**src/isg1d_pkg.sv**
```systemverilog
// ----------------------------------------------------------------------------
// isg1d_pkg
// Types, codes and helpers shared by the 1-D Ising spin update block.
// ----------------------------------------------------------------------------
package isg1d_pkg;

  localparam int PROB_W     = 17;
  localparam int TABLE_W    = 3 * PROB_W;
  localparam int CFG_IDX_W  = 3;
  localparam int CFG_DATA_W = TABLE_W;
  localparam int SPIN_CNT_W = 11;

  typedef enum logic [1:0] {
    FUNC_SET     = 2'd0,
    FUNC_ATTEMPT = 2'd1,
    FUNC_CLEAR   = 2'd2,
    FUNC_NONE    = 2'd3
  } func_t;

  localparam logic [CFG_IDX_W-1:0] REG_USE_METROPOLIS = 3'd0;
  localparam logic [CFG_IDX_W-1:0] REG_SPIN_COUNT     = 3'd1;
  localparam logic [CFG_IDX_W-1:0] REG_FLIP_FROM_UP   = 3'd2;
  localparam logic [CFG_IDX_W-1:0] REG_FLIP_FROM_DOWN = 3'd3;
  localparam logic [CFG_IDX_W-1:0] REG_UP_HEAT_BATH   = 3'd4;

  typedef struct packed {
    func_t       func;
    logic [9:0]  site;
    logic        spin_value;
    logic [15:0] rand_uniform;
  } req_t;

  typedef struct packed {
    logic               spin_after;
    logic               changed;
    logic               status;
    logic signed [11:0] magnetization;
    logic signed [11:0] bond_sum;
    logic [31:0]        accepted_count;
    logic [31:0]        attempted_count;
  } res_t;

  // Outcome of one spin update, handed from the update unit to the sequencer.
  typedef struct packed {
    logic              new_spin;
    logic              changed;
    logic              count_attempt;
    logic              count_accept;
    logic signed [2:0] delta_mag;
    logic signed [3:0] delta_bond;
  } upd_t;

  typedef enum logic [2:0] {
    ST_SWEEP,
    ST_IDLE,
    ST_RD_SITE,
    ST_RD_LEFT,
    ST_RD_RIGHT,
    ST_CALC,
    ST_DONE
  } state_t;

  // Slot 0, 1, 2 holds the entry for neighbor sum -2, 0, +2.
  function automatic logic [PROB_W-1:0] table_pick(input logic [TABLE_W-1:0] tbl,
                                                   input logic [1:0] slot);
    logic [PROB_W-1:0] p;
    unique case (slot)
      2'd0:    p = tbl[PROB_W-1:0];
      2'd1:    p = tbl[2*PROB_W-1:PROB_W];
      default: p = tbl[3*PROB_W-1:2*PROB_W];
    endcase
    return p;
  endfunction

endpackage

```
**src/isg1d_spin_ram.sv**
```systemverilog
// ----------------------------------------------------------------------------
// isg1d_spin_ram
// One-bit-wide spin store with one write port and one registered read port.
// ----------------------------------------------------------------------------
module isg1d_spin_ram #(
  parameter int DEPTH  = 1024,
  parameter int ADDR_W = 10
) (
  input  logic              clk,
  input  logic              we,
  input  logic [ADDR_W-1:0] waddr,
  input  logic              wdata,
  input  logic [ADDR_W-1:0] raddr,
  output logic              rdata
);

  logic mem [DEPTH];

  always_ff @(posedge clk) begin
    if (we) begin
      mem[waddr] <= wdata;
    end
  end

  always_ff @(posedge clk) begin
    rdata <= mem[raddr];
  end

endmodule

```
**src/isg1d_update.sv**
```systemverilog
// ----------------------------------------------------------------------------
// isg1d_update
// Decides the new spin at one site and the resulting changes to the totals.
// ----------------------------------------------------------------------------
module isg1d_update import isg1d_pkg::*; (
  input  func_t              func,
  input  logic               use_metropolis,
  input  logic               old_spin,
  input  logic               left_spin,
  input  logic               right_spin,
  input  logic               spin_value,
  input  logic [15:0]        rand_uniform,
  input  logic [TABLE_W-1:0] flip_prob_from_up,
  input  logic [TABLE_W-1:0] flip_prob_from_down,
  input  logic [TABLE_W-1:0] up_prob_heat_bath,
  output upd_t               upd
);

  logic [1:0]        slot;
  logic [PROB_W-1:0] prob;
  logic              hit;
  logic              new_spin;
  logic              metro;

  // The number of up neighbors is also the table slot.
  assign slot  = {1'b0, left_spin} + {1'b0, right_spin};
  assign metro = (func == FUNC_ATTEMPT) && use_metropolis;

  always_comb begin
    if (!use_metropolis) begin
      prob = table_pick(up_prob_heat_bath, slot);
    end else if (old_spin) begin
      prob = table_pick(flip_prob_from_up, slot);
    end else begin
      prob = table_pick(flip_prob_from_down, slot);
    end
  end

  assign hit = {1'b0, rand_uniform} <= prob;

  always_comb begin
    if (func == FUNC_SET) begin
      new_spin = spin_value;
    end else if (use_metropolis) begin
      new_spin = hit ? ~old_spin : old_spin;
    end else begin
      new_spin = hit;
    end
  end

  always_comb begin
    upd.new_spin      = new_spin;
    upd.changed       = new_spin != old_spin;
    upd.count_attempt = metro;
    upd.count_accept  = metro && hit;
    upd.delta_mag     = 3'sd0;
    upd.delta_bond    = 4'sd0;
    if (new_spin != old_spin) begin
      upd.delta_mag = new_spin ? 3'sd2 : -3'sd2;
      // Bond change is 2 * new spin * neighbor sum.
      unique case (slot)
        2'd0:    upd.delta_bond = new_spin ? -4'sd4 : 4'sd4;
        2'd1:    upd.delta_bond = 4'sd0;
        default: upd.delta_bond = new_spin ? 4'sd4 : -4'sd4;
      endcase
    end
  end

endmodule

```
**src/ising_1d_spin_update.sv**
```systemverilog
// ----------------------------------------------------------------------------
// ising_1d_spin_update
// Ring of spins with set, single-site Metropolis or heat-bath update and
// counter clear requests; keeps magnetization and bond sum up to date.
// ----------------------------------------------------------------------------
// A set or update request steps through the read site, read left, read right,
// calc and done states, making three reads through the single spin memory read
// port; its result is loaded in done once the output is free, and only then is
// the next request taken. Clear, unused and out-of-range requests go straight to done.
// Reset and every write of spin_count start a sweep that writes +1 into each
// spin in use, one per cycle; requests wait for it.
// ----------------------------------------------------------------------------
module ising_1d_spin_update import isg1d_pkg::*; #(
  parameter int MAX_SPINS = 1024
) (
  input  logic                  clk,
  input  logic                  rst,
  input  logic                  cfg_we,
  input  logic [CFG_IDX_W-1:0]  cfg_index,
  input  logic [CFG_DATA_W-1:0] cfg_data,
  input  logic                  req_valid,
  output logic                  req_stall,
  input  req_t                  req_data,
  output logic                  res_valid,
  input  logic                  res_stall,
  output res_t                  res_data
);

  localparam int ADDR_W = (MAX_SPINS > 2) ? $clog2(MAX_SPINS) : 1;
  localparam int LEN_W  = $clog2(MAX_SPINS + 1);
  localparam int TOT_W  = LEN_W + 2;

  function automatic logic [LEN_W-1:0] clamp_len(input logic [SPIN_CNT_W-1:0] v);
    logic [LEN_W-1:0] n;
    if (32'(v) < 32'd2) begin
      n = LEN_W'(2);
    end else if (32'(v) > 32'(MAX_SPINS)) begin
      n = LEN_W'(MAX_SPINS);
    end else begin
      n = LEN_W'(v);
    end
    return n;
  endfunction

  // Configuration registers.
  logic               use_metropolis;
  logic [LEN_W-1:0]   ring_len;
  logic [TABLE_W-1:0] flip_prob_from_up;
  logic [TABLE_W-1:0] flip_prob_from_down;
  logic [TABLE_W-1:0] up_prob_heat_bath;
  logic               len_write;
  logic [LEN_W-1:0]   len_new;

  // Sequencer and captured request.
  state_t             state;
  state_t             state_next;
  logic [ADDR_W-1:0]  sweep_idx;
  func_t              func_q;
  logic [ADDR_W-1:0]  site_q;
  logic               sval_q;
  logic [15:0]        rnd_q;
  logic               old_q;
  logic               left_q;
  logic               rs_spin;
  logic               rs_changed;
  logic               rs_status;

  // Totals and tallies.
  logic signed [TOT_W-1:0] magnet_total;
  logic signed [TOT_W-1:0] bond_total;
  logic [31:0]             accept_tally;
  logic [31:0]             attempt_tally;
  logic signed [31:0]      mag_wide;
  logic signed [31:0]      bond_wide;

  // Memory port and derived signals.
  logic              ram_we;
  logic [ADDR_W-1:0] ram_waddr;
  logic              ram_wdata;
  logic [ADDR_W-1:0] ram_raddr;
  logic              ram_rdata;
  logic [ADDR_W-1:0] left_idx;
  logic [ADDR_W-1:0] right_idx;
  logic              req_take;
  logic              site_ok;
  logic              sweep_last;
  logic              res_load;
  upd_t              upd;

  assign len_write  = cfg_we && (cfg_index == REG_SPIN_COUNT);
  assign len_new    = clamp_len(cfg_data[SPIN_CNT_W-1:0]);
  assign req_stall  = state != ST_IDLE;
  assign req_take   = req_valid && (state == ST_IDLE);
  assign site_ok    = 32'(req_data.site) < 32'(ring_len);
  assign sweep_last = (32'(sweep_idx) + 32'd1) == 32'(ring_len);
  assign res_load   = (state == ST_DONE) && (!res_valid || !res_stall);
  assign left_idx   = (site_q == '0) ? ADDR_W'(ring_len - LEN_W'(1)) : site_q - ADDR_W'(1);
  assign right_idx  = ((32'(site_q) + 32'd1) == 32'(ring_len)) ? '0 : site_q + ADDR_W'(1);

  isg1d_spin_ram #(
    .DEPTH  (MAX_SPINS),
    .ADDR_W (ADDR_W)
  ) u_ram (
    .clk   (clk),
    .we    (ram_we),
    .waddr (ram_waddr),
    .wdata (ram_wdata),
    .raddr (ram_raddr),
    .rdata (ram_rdata)
  );

  // In the calc state the read data holds the right neighbor.
  isg1d_update u_update (
    .func                (func_q),
    .use_metropolis      (use_metropolis),
    .old_spin            (old_q),
    .left_spin           (left_q),
    .right_spin          (ram_rdata),
    .spin_value          (sval_q),
    .rand_uniform        (rnd_q),
    .flip_prob_from_up   (flip_prob_from_up),
    .flip_prob_from_down (flip_prob_from_down),
    .up_prob_heat_bath   (up_prob_heat_bath),
    .upd                 (upd)
  );

  always_ff @(posedge clk) begin
    if (rst) begin
      use_metropolis      <= 1'b1;
      ring_len            <= clamp_len(SPIN_CNT_W'(1024));
      flip_prob_from_up   <= '0;
      flip_prob_from_down <= '0;
      up_prob_heat_bath   <= '0;
    end else if (cfg_we) begin
      unique case (cfg_index)
        REG_USE_METROPOLIS: use_metropolis      <= cfg_data[0];
        REG_SPIN_COUNT:     ring_len            <= len_new;
        REG_FLIP_FROM_UP:   flip_prob_from_up   <= cfg_data;
        REG_FLIP_FROM_DOWN: flip_prob_from_down <= cfg_data;
        REG_UP_HEAT_BATH:   up_prob_heat_bath   <= cfg_data;
        default: ;
      endcase
    end
  end

  always_ff @(posedge clk) begin
    if (rst) begin
      state <= ST_SWEEP;
    end else begin
      state <= state_next;
    end
  end

  always_comb begin
    state_next = state;
    ram_raddr  = site_q;
    ram_we     = 1'b0;
    ram_waddr  = site_q;
    ram_wdata  = upd.new_spin;
    unique case (state)
      ST_SWEEP: begin
        ram_we    = 1'b1;
        ram_waddr = sweep_idx;
        ram_wdata = 1'b1;
        if (sweep_last) begin
          state_next = ST_IDLE;
        end
      end
      ST_IDLE: begin
        if (req_valid) begin
          if ((req_data.func == FUNC_SET || req_data.func == FUNC_ATTEMPT) && site_ok) begin
            state_next = ST_RD_SITE;
          end else begin
            state_next = ST_DONE;
          end
        end
      end
      ST_RD_SITE: begin
        ram_raddr  = site_q;
        state_next = ST_RD_LEFT;
      end
      ST_RD_LEFT: begin
        ram_raddr  = left_idx;
        state_next = ST_RD_RIGHT;
      end
      ST_RD_RIGHT: begin
        ram_raddr  = right_idx;
        state_next = ST_CALC;
      end
      ST_CALC: begin
        ram_we     = 1'b1;
        state_next = ST_DONE;
      end
      ST_DONE: begin
        if (res_load) begin
          state_next = ST_IDLE;
        end
      end
      default: state_next = ST_IDLE;
    endcase
    // A new ring length restarts the initialization sweep.
    if (len_write) begin
      state_next = ST_SWEEP;
    end
  end

  always_ff @(posedge clk) begin
    if (rst || len_write) begin
      sweep_idx <= '0;
    end else if (state == ST_SWEEP) begin
      sweep_idx <= sweep_idx + ADDR_W'(1);
    end
  end

  // Request capture and per-request result flags.
  always_ff @(posedge clk) begin
    if (req_take) begin
      func_q     <= req_data.func;
      site_q     <= ADDR_W'(req_data.site);
      sval_q     <= req_data.spin_value;
      rnd_q      <= req_data.rand_uniform;
      rs_spin    <= 1'b0;
      rs_changed <= 1'b0;
      rs_status  <= (req_data.func == FUNC_SET || req_data.func == FUNC_ATTEMPT) && !site_ok;
    end
    if (state == ST_RD_LEFT) begin
      old_q <= ram_rdata;
    end
    if (state == ST_RD_RIGHT) begin
      left_q <= ram_rdata;
    end
    if (state == ST_CALC) begin
      rs_spin    <= upd.new_spin;
      rs_changed <= upd.changed;
    end
  end

  always_ff @(posedge clk) begin
    if (rst) begin
      magnet_total  <= TOT_W'(clamp_len(SPIN_CNT_W'(1024)));
      bond_total    <= TOT_W'(clamp_len(SPIN_CNT_W'(1024)));
      accept_tally  <= '0;
      attempt_tally <= '0;
    end else begin
      if (len_write) begin
        magnet_total <= TOT_W'(len_new);
        bond_total   <= TOT_W'(len_new);
      end else if (state == ST_CALC) begin
        magnet_total <= magnet_total + TOT_W'(upd.delta_mag);
        bond_total   <= bond_total + TOT_W'(upd.delta_bond);
      end
      if (req_take && req_data.func == FUNC_CLEAR) begin
        accept_tally  <= '0;
        attempt_tally <= '0;
      end else if (state == ST_CALC) begin
        if (upd.count_accept && accept_tally != '1) begin
          accept_tally <= accept_tally + 32'd1;
        end
        if (upd.count_attempt && attempt_tally != '1) begin
          attempt_tally <= attempt_tally + 32'd1;
        end
      end
    end
  end

  assign mag_wide  = 32'(magnet_total);
  assign bond_wide = 32'(bond_total);

  // The totals and tallies cannot move between the calc state and the load.
  always_ff @(posedge clk) begin
    if (rst) begin
      res_valid <= 1'b0;
    end else if (res_load) begin
      res_valid <= 1'b1;
    end else if (!res_stall) begin
      res_valid <= 1'b0;
    end
  end

  always_ff @(posedge clk) begin
    if (res_load) begin
      res_data.spin_after      <= rs_spin;
      res_data.changed         <= rs_changed;
      res_data.status          <= rs_status;
      res_data.magnetization   <= mag_wide[11:0];
      res_data.bond_sum        <= bond_wide[11:0];
      res_data.accepted_count  <= accept_tally;
      res_data.attempted_count <= attempt_tally;
    end
  end

endmodule

```
**config.mk**
```make
export PLATFORM = sky130hd
export DESIGN_NAME = ising_1d_spin_update
export DESIGN_NICKNAME = d
export VERILOG_FILES = /design/src/isg1d_pkg.sv /design/src/isg1d_spin_ram.sv /design/src/isg1d_update.sv /design/src/ising_1d_spin_update.sv
export SDC_FILE = /design/constraint.sdc
export NUM_CORES = 2
export LEC_CHECK = 0
export BUFFER_PORTS_ARGS = -buffer_cell sky130_fd_sc_hd__buf_2
export CORE_MARGIN = 5
export CORE_UTILIZATION = 50
export CTS_CLUSTER_SIZE = 8
export DETAILED_ROUTE_END_ITERATION = 12
export PLACE_DENSITY = 0.66
export SLEW_MARGIN = 20
export SYNTH_ARGS = -nofsm -noshare
export SYNTH_HDL_FRONTEND = slang
export SYNTH_HIERARCHICAL = 1
export SYNTH_SLANG_ARGS = --single-unit
```
**constraint.sdc**
```tcl
create_clock -name clk -period 30.2 [get_ports clk]
set_input_delay 1.51 -clock clk [delete_from_list [all_inputs] [get_ports clk]]
set_output_delay 1.51 -clock clk [all_outputs]
set_load 0.01 [all_outputs]
```
==> run summary <==
Synthesized instance count -> 5149
CTS buffer count -> 195
Met3 Use GR -> 5.597%
Worst Setup End Kind -> register
Total leakage power -> 22.19 nW
Initial antenna violation count -> 12
Total die area -> 133600 sq um
Gr usage total -> 25.71%
Sequential-to-total area share from yosys stat -> 63.07%
Gate power share -> 5.2%
Startpoint Class -> register
Mapped Area -> 63210 sq um
Sequential share of power -> 49.2%
WP data required -> 30.79 ns
HP Class -> register to register
Clock Latency Late Sink -> 0.80 ns
Die Y -> 365.6 um
First DRT Iteration DRCs -> 5038
Die width -> 365.6 um
IO buf count -> 180
Mean post-synth cell area -> 12.28 sq um
Area of the core -> 125600 sq um
Drt wl/cell -> 25.20 um
Post-CTS setup buffers -> 0
Root Buffer -> clkbuf_16
ANT nets after route -> 0
Post-synth top flop -> edfxtp_1
Final Max Tran Viols -> 0
Max_cap viols -> 0
Clock power frac -> 45.6%
FF+latch count, synth -> 1417
Post-route cell area -> 70600 sq um
Commonest non-fill, non-tap cell in the layout -> nor2_1
Post-DP HPWL -> 97560 um
Period utilization -> 26.72%
FMAX -> 0.1239 GHz
Sink Count -> 1417
Actual slew at the worst max-slew pin -> 1.163 ns
Largest net degree at the start of global routing -> 306
Post-route DRC -> 0
GR peak layer -> met2
Unrepaired setup endpoints after global routing -> no
Fillcell total -> 10300
Post-synth top area share -> 54.58%
Nets@finish -> 5324
Final hold vios -> 0
Fraction of registers with async set/reset -> 0%
Share of cells above drive strength 1 -> 15.07%
CP Launch Point -> site_q[8]
Setup TNS -> 0 ns
Vias per std cell -> 6.195
Final setup viols -> 0
Yosys warnings -> 6
H-tree depth -> 4
PD cells -> 61.20 nW/um^2
Placed Area -> 65060 sq um
Vias in the first global route -> 41330
Worst slew margin -> 20.45%
Count of flip-flops with a built-in enable after synthesis -> 1149
Crit Path Max Fanout -> 41
First-pass GRT wire length -> 258000 um
# rows -> 130
Gr ovfl total -> 0
Net Sw Power -> 0.9592 mW
Final Util -> 56.22%
# hold bufs at CTS -> 0
CP Class -> register to register
Power Internal -> 3.362 mW
IO Count -> 181
Area added between synthesis and finish -> 11.69%
Most frequent cells in the layout -> 1188 x nor2_1, 1149 x edfxtp_1, 470 x nand2_1
Sw Ratio -> 22.20%
GPL Wtd Cong -> 0.8557
Clk pin slew, worst setup/hold paths -> 0.05 ns
# resized after CTS -> 0
Final Hold Slack -> 0.4204 ns
Met1 GRT Util -> 35.01%
Post-synth top area cell -> edfxtp_1
Clock buffer depth -> 3
Peak VDD IR -> 0.05190 mV
Distinct cell type count after synthesis -> 91
Post-route minimum period -> 8.070 ns
RR Startpoint -> site_q[8]
CTS tree -> done
Synth top area cells -> edfxtp_1 55%, dfxtp_1 8.5%, mux4_2 7.6%
CP arrival -> 8.66 ns
Via Count -> 42830
Status -> complete, no violations
Min-delay src -> rs_spin
Met2 GRT Util -> 41.02%
Initial Util -> 50.34%
Setup Skew -> 0.02882 ns
DRT Pass-1 Iters -> 6
Detailed Route WL -> 174200 um
-- power groups by stage --
stage	registers, mW	logic (mW)	clock network (mW)
2_1_floorplan	2.18	0.127	0
3_3_place_gp	2.16	0.214	0
3_5_place_dp	2.16	0.217	0
4_1_cts	2.12	0.218	2.00
5_1_grt	2.12	0.235	2.10
6_report	2.12	0.224	1.97
-- synth_stat cells (56+ instances only) --
cell and number:
a21oi_1 278, ha_1 56, mux2i_1 137, mux4_2 213, edfxtp_1 1149, clkbuf_1 282
nor2_1 1190, o21ai_0 84, nor3_1 68, nand2_1 492, nand3_1 88, buf_1 61
dfxtp_1 268
-- worst paths after layout --
kind | cells after the start | end | slack (ns)
max | 18 | u_ram/rdata | 22.13
min | 0 | res_data[90] | 0.42
max reg2reg | 18 | u_ram/rdata | 22.13
min reg2reg | 0 | res_data[90] | 0.42
-- registers in the layout, indices dropped and copies added, names as in the netlist, 11 cells and up --
name                 cells
u_ram/mem             1024
flip_prob_from_down     51
bond_total              12
ring_len                11
flip_prob_from_up       51
magnet_total            12
attempt_tally           32
accept_tally            32
rnd_q                   16
up_prob_heat_bath       51
res_data                91
-- kinds of logic (layout without fill, tap and decap cells) --
logic type | after synthesis | count (layout) | share of synthesized area (%)
muxes | 369 | 369 | 10.44
buffers and inverters | 490 | 593 | 3.713
and+or+nand+nor | 2060 | 2060 | 13.62
AOI/OAI and AO/OA | 658 | 658 | 6.649
DFF | 1417 | 1417 | 63.07
other | 1 | 12 | 0.005932
xor gates and xnor gates | 96 | 96 | 1.330
adders and majority gates | 58 | 58 | 1.172
-- worst max-delay path, stage by stage (launching register included) --
cell and delay (ns):
edfxtp_1 0.55, or4_4 0.62, or4b_4 0.54, nor2_1 0.69, mux2i_1 0.35, ha_1 0.32, nor2_1 0.07, o21ai_0 0.27
o221ai_4 0.14, buf_4 0.34, inv_2 0.25, buf_4 0.67, nand2_1 0.39, a2111oi_0 0.76, a2111oi_0 0.26, nand4_1 0.21
and4_1 0.37, nor4_1 0.09, o2111ai_1 0.88
-- metrics by stage --
step | std cells | worst slack, ns | total power [mW]
after CTS | 6901 | 22.33 | 4.346
after global routing | 6907 | 21.85 | 4.452
final | 6913 | 22.13 | 4.321
after detailed placement | 6628 | 22.36 | 2.379
after global placement | 6627 | 22.49 | 2.376
after floorplan | 5151 | 10.61 | 2.311
-- area by class of cell --
type / count / area, sq um / share of cell area, %
clock inverters: 9 / 130.1 / 0.1843
repair buffers: 267 / 1687 / 2.389
flip-flops and latches: 1417 / 39870 / 56.47
diodes: 9 / 22.52 / 0.03190
clock buffers: 264 / 5266 / 7.459
well taps: 1650 / 2064 / 2.924
multi-input cells: 3244 / 21360 / 30.26
inverters: 53 / 198.9 / 0.2818
-- metal layers --
metal	part of all wire [%]	vias to the layer above
met2	47	2168
met5	0.017	-
met1	39	21540
met4	3.5	6
li1	-	18730
met3	11	383
Note: power is estimated with default switching activity, not from simulation.
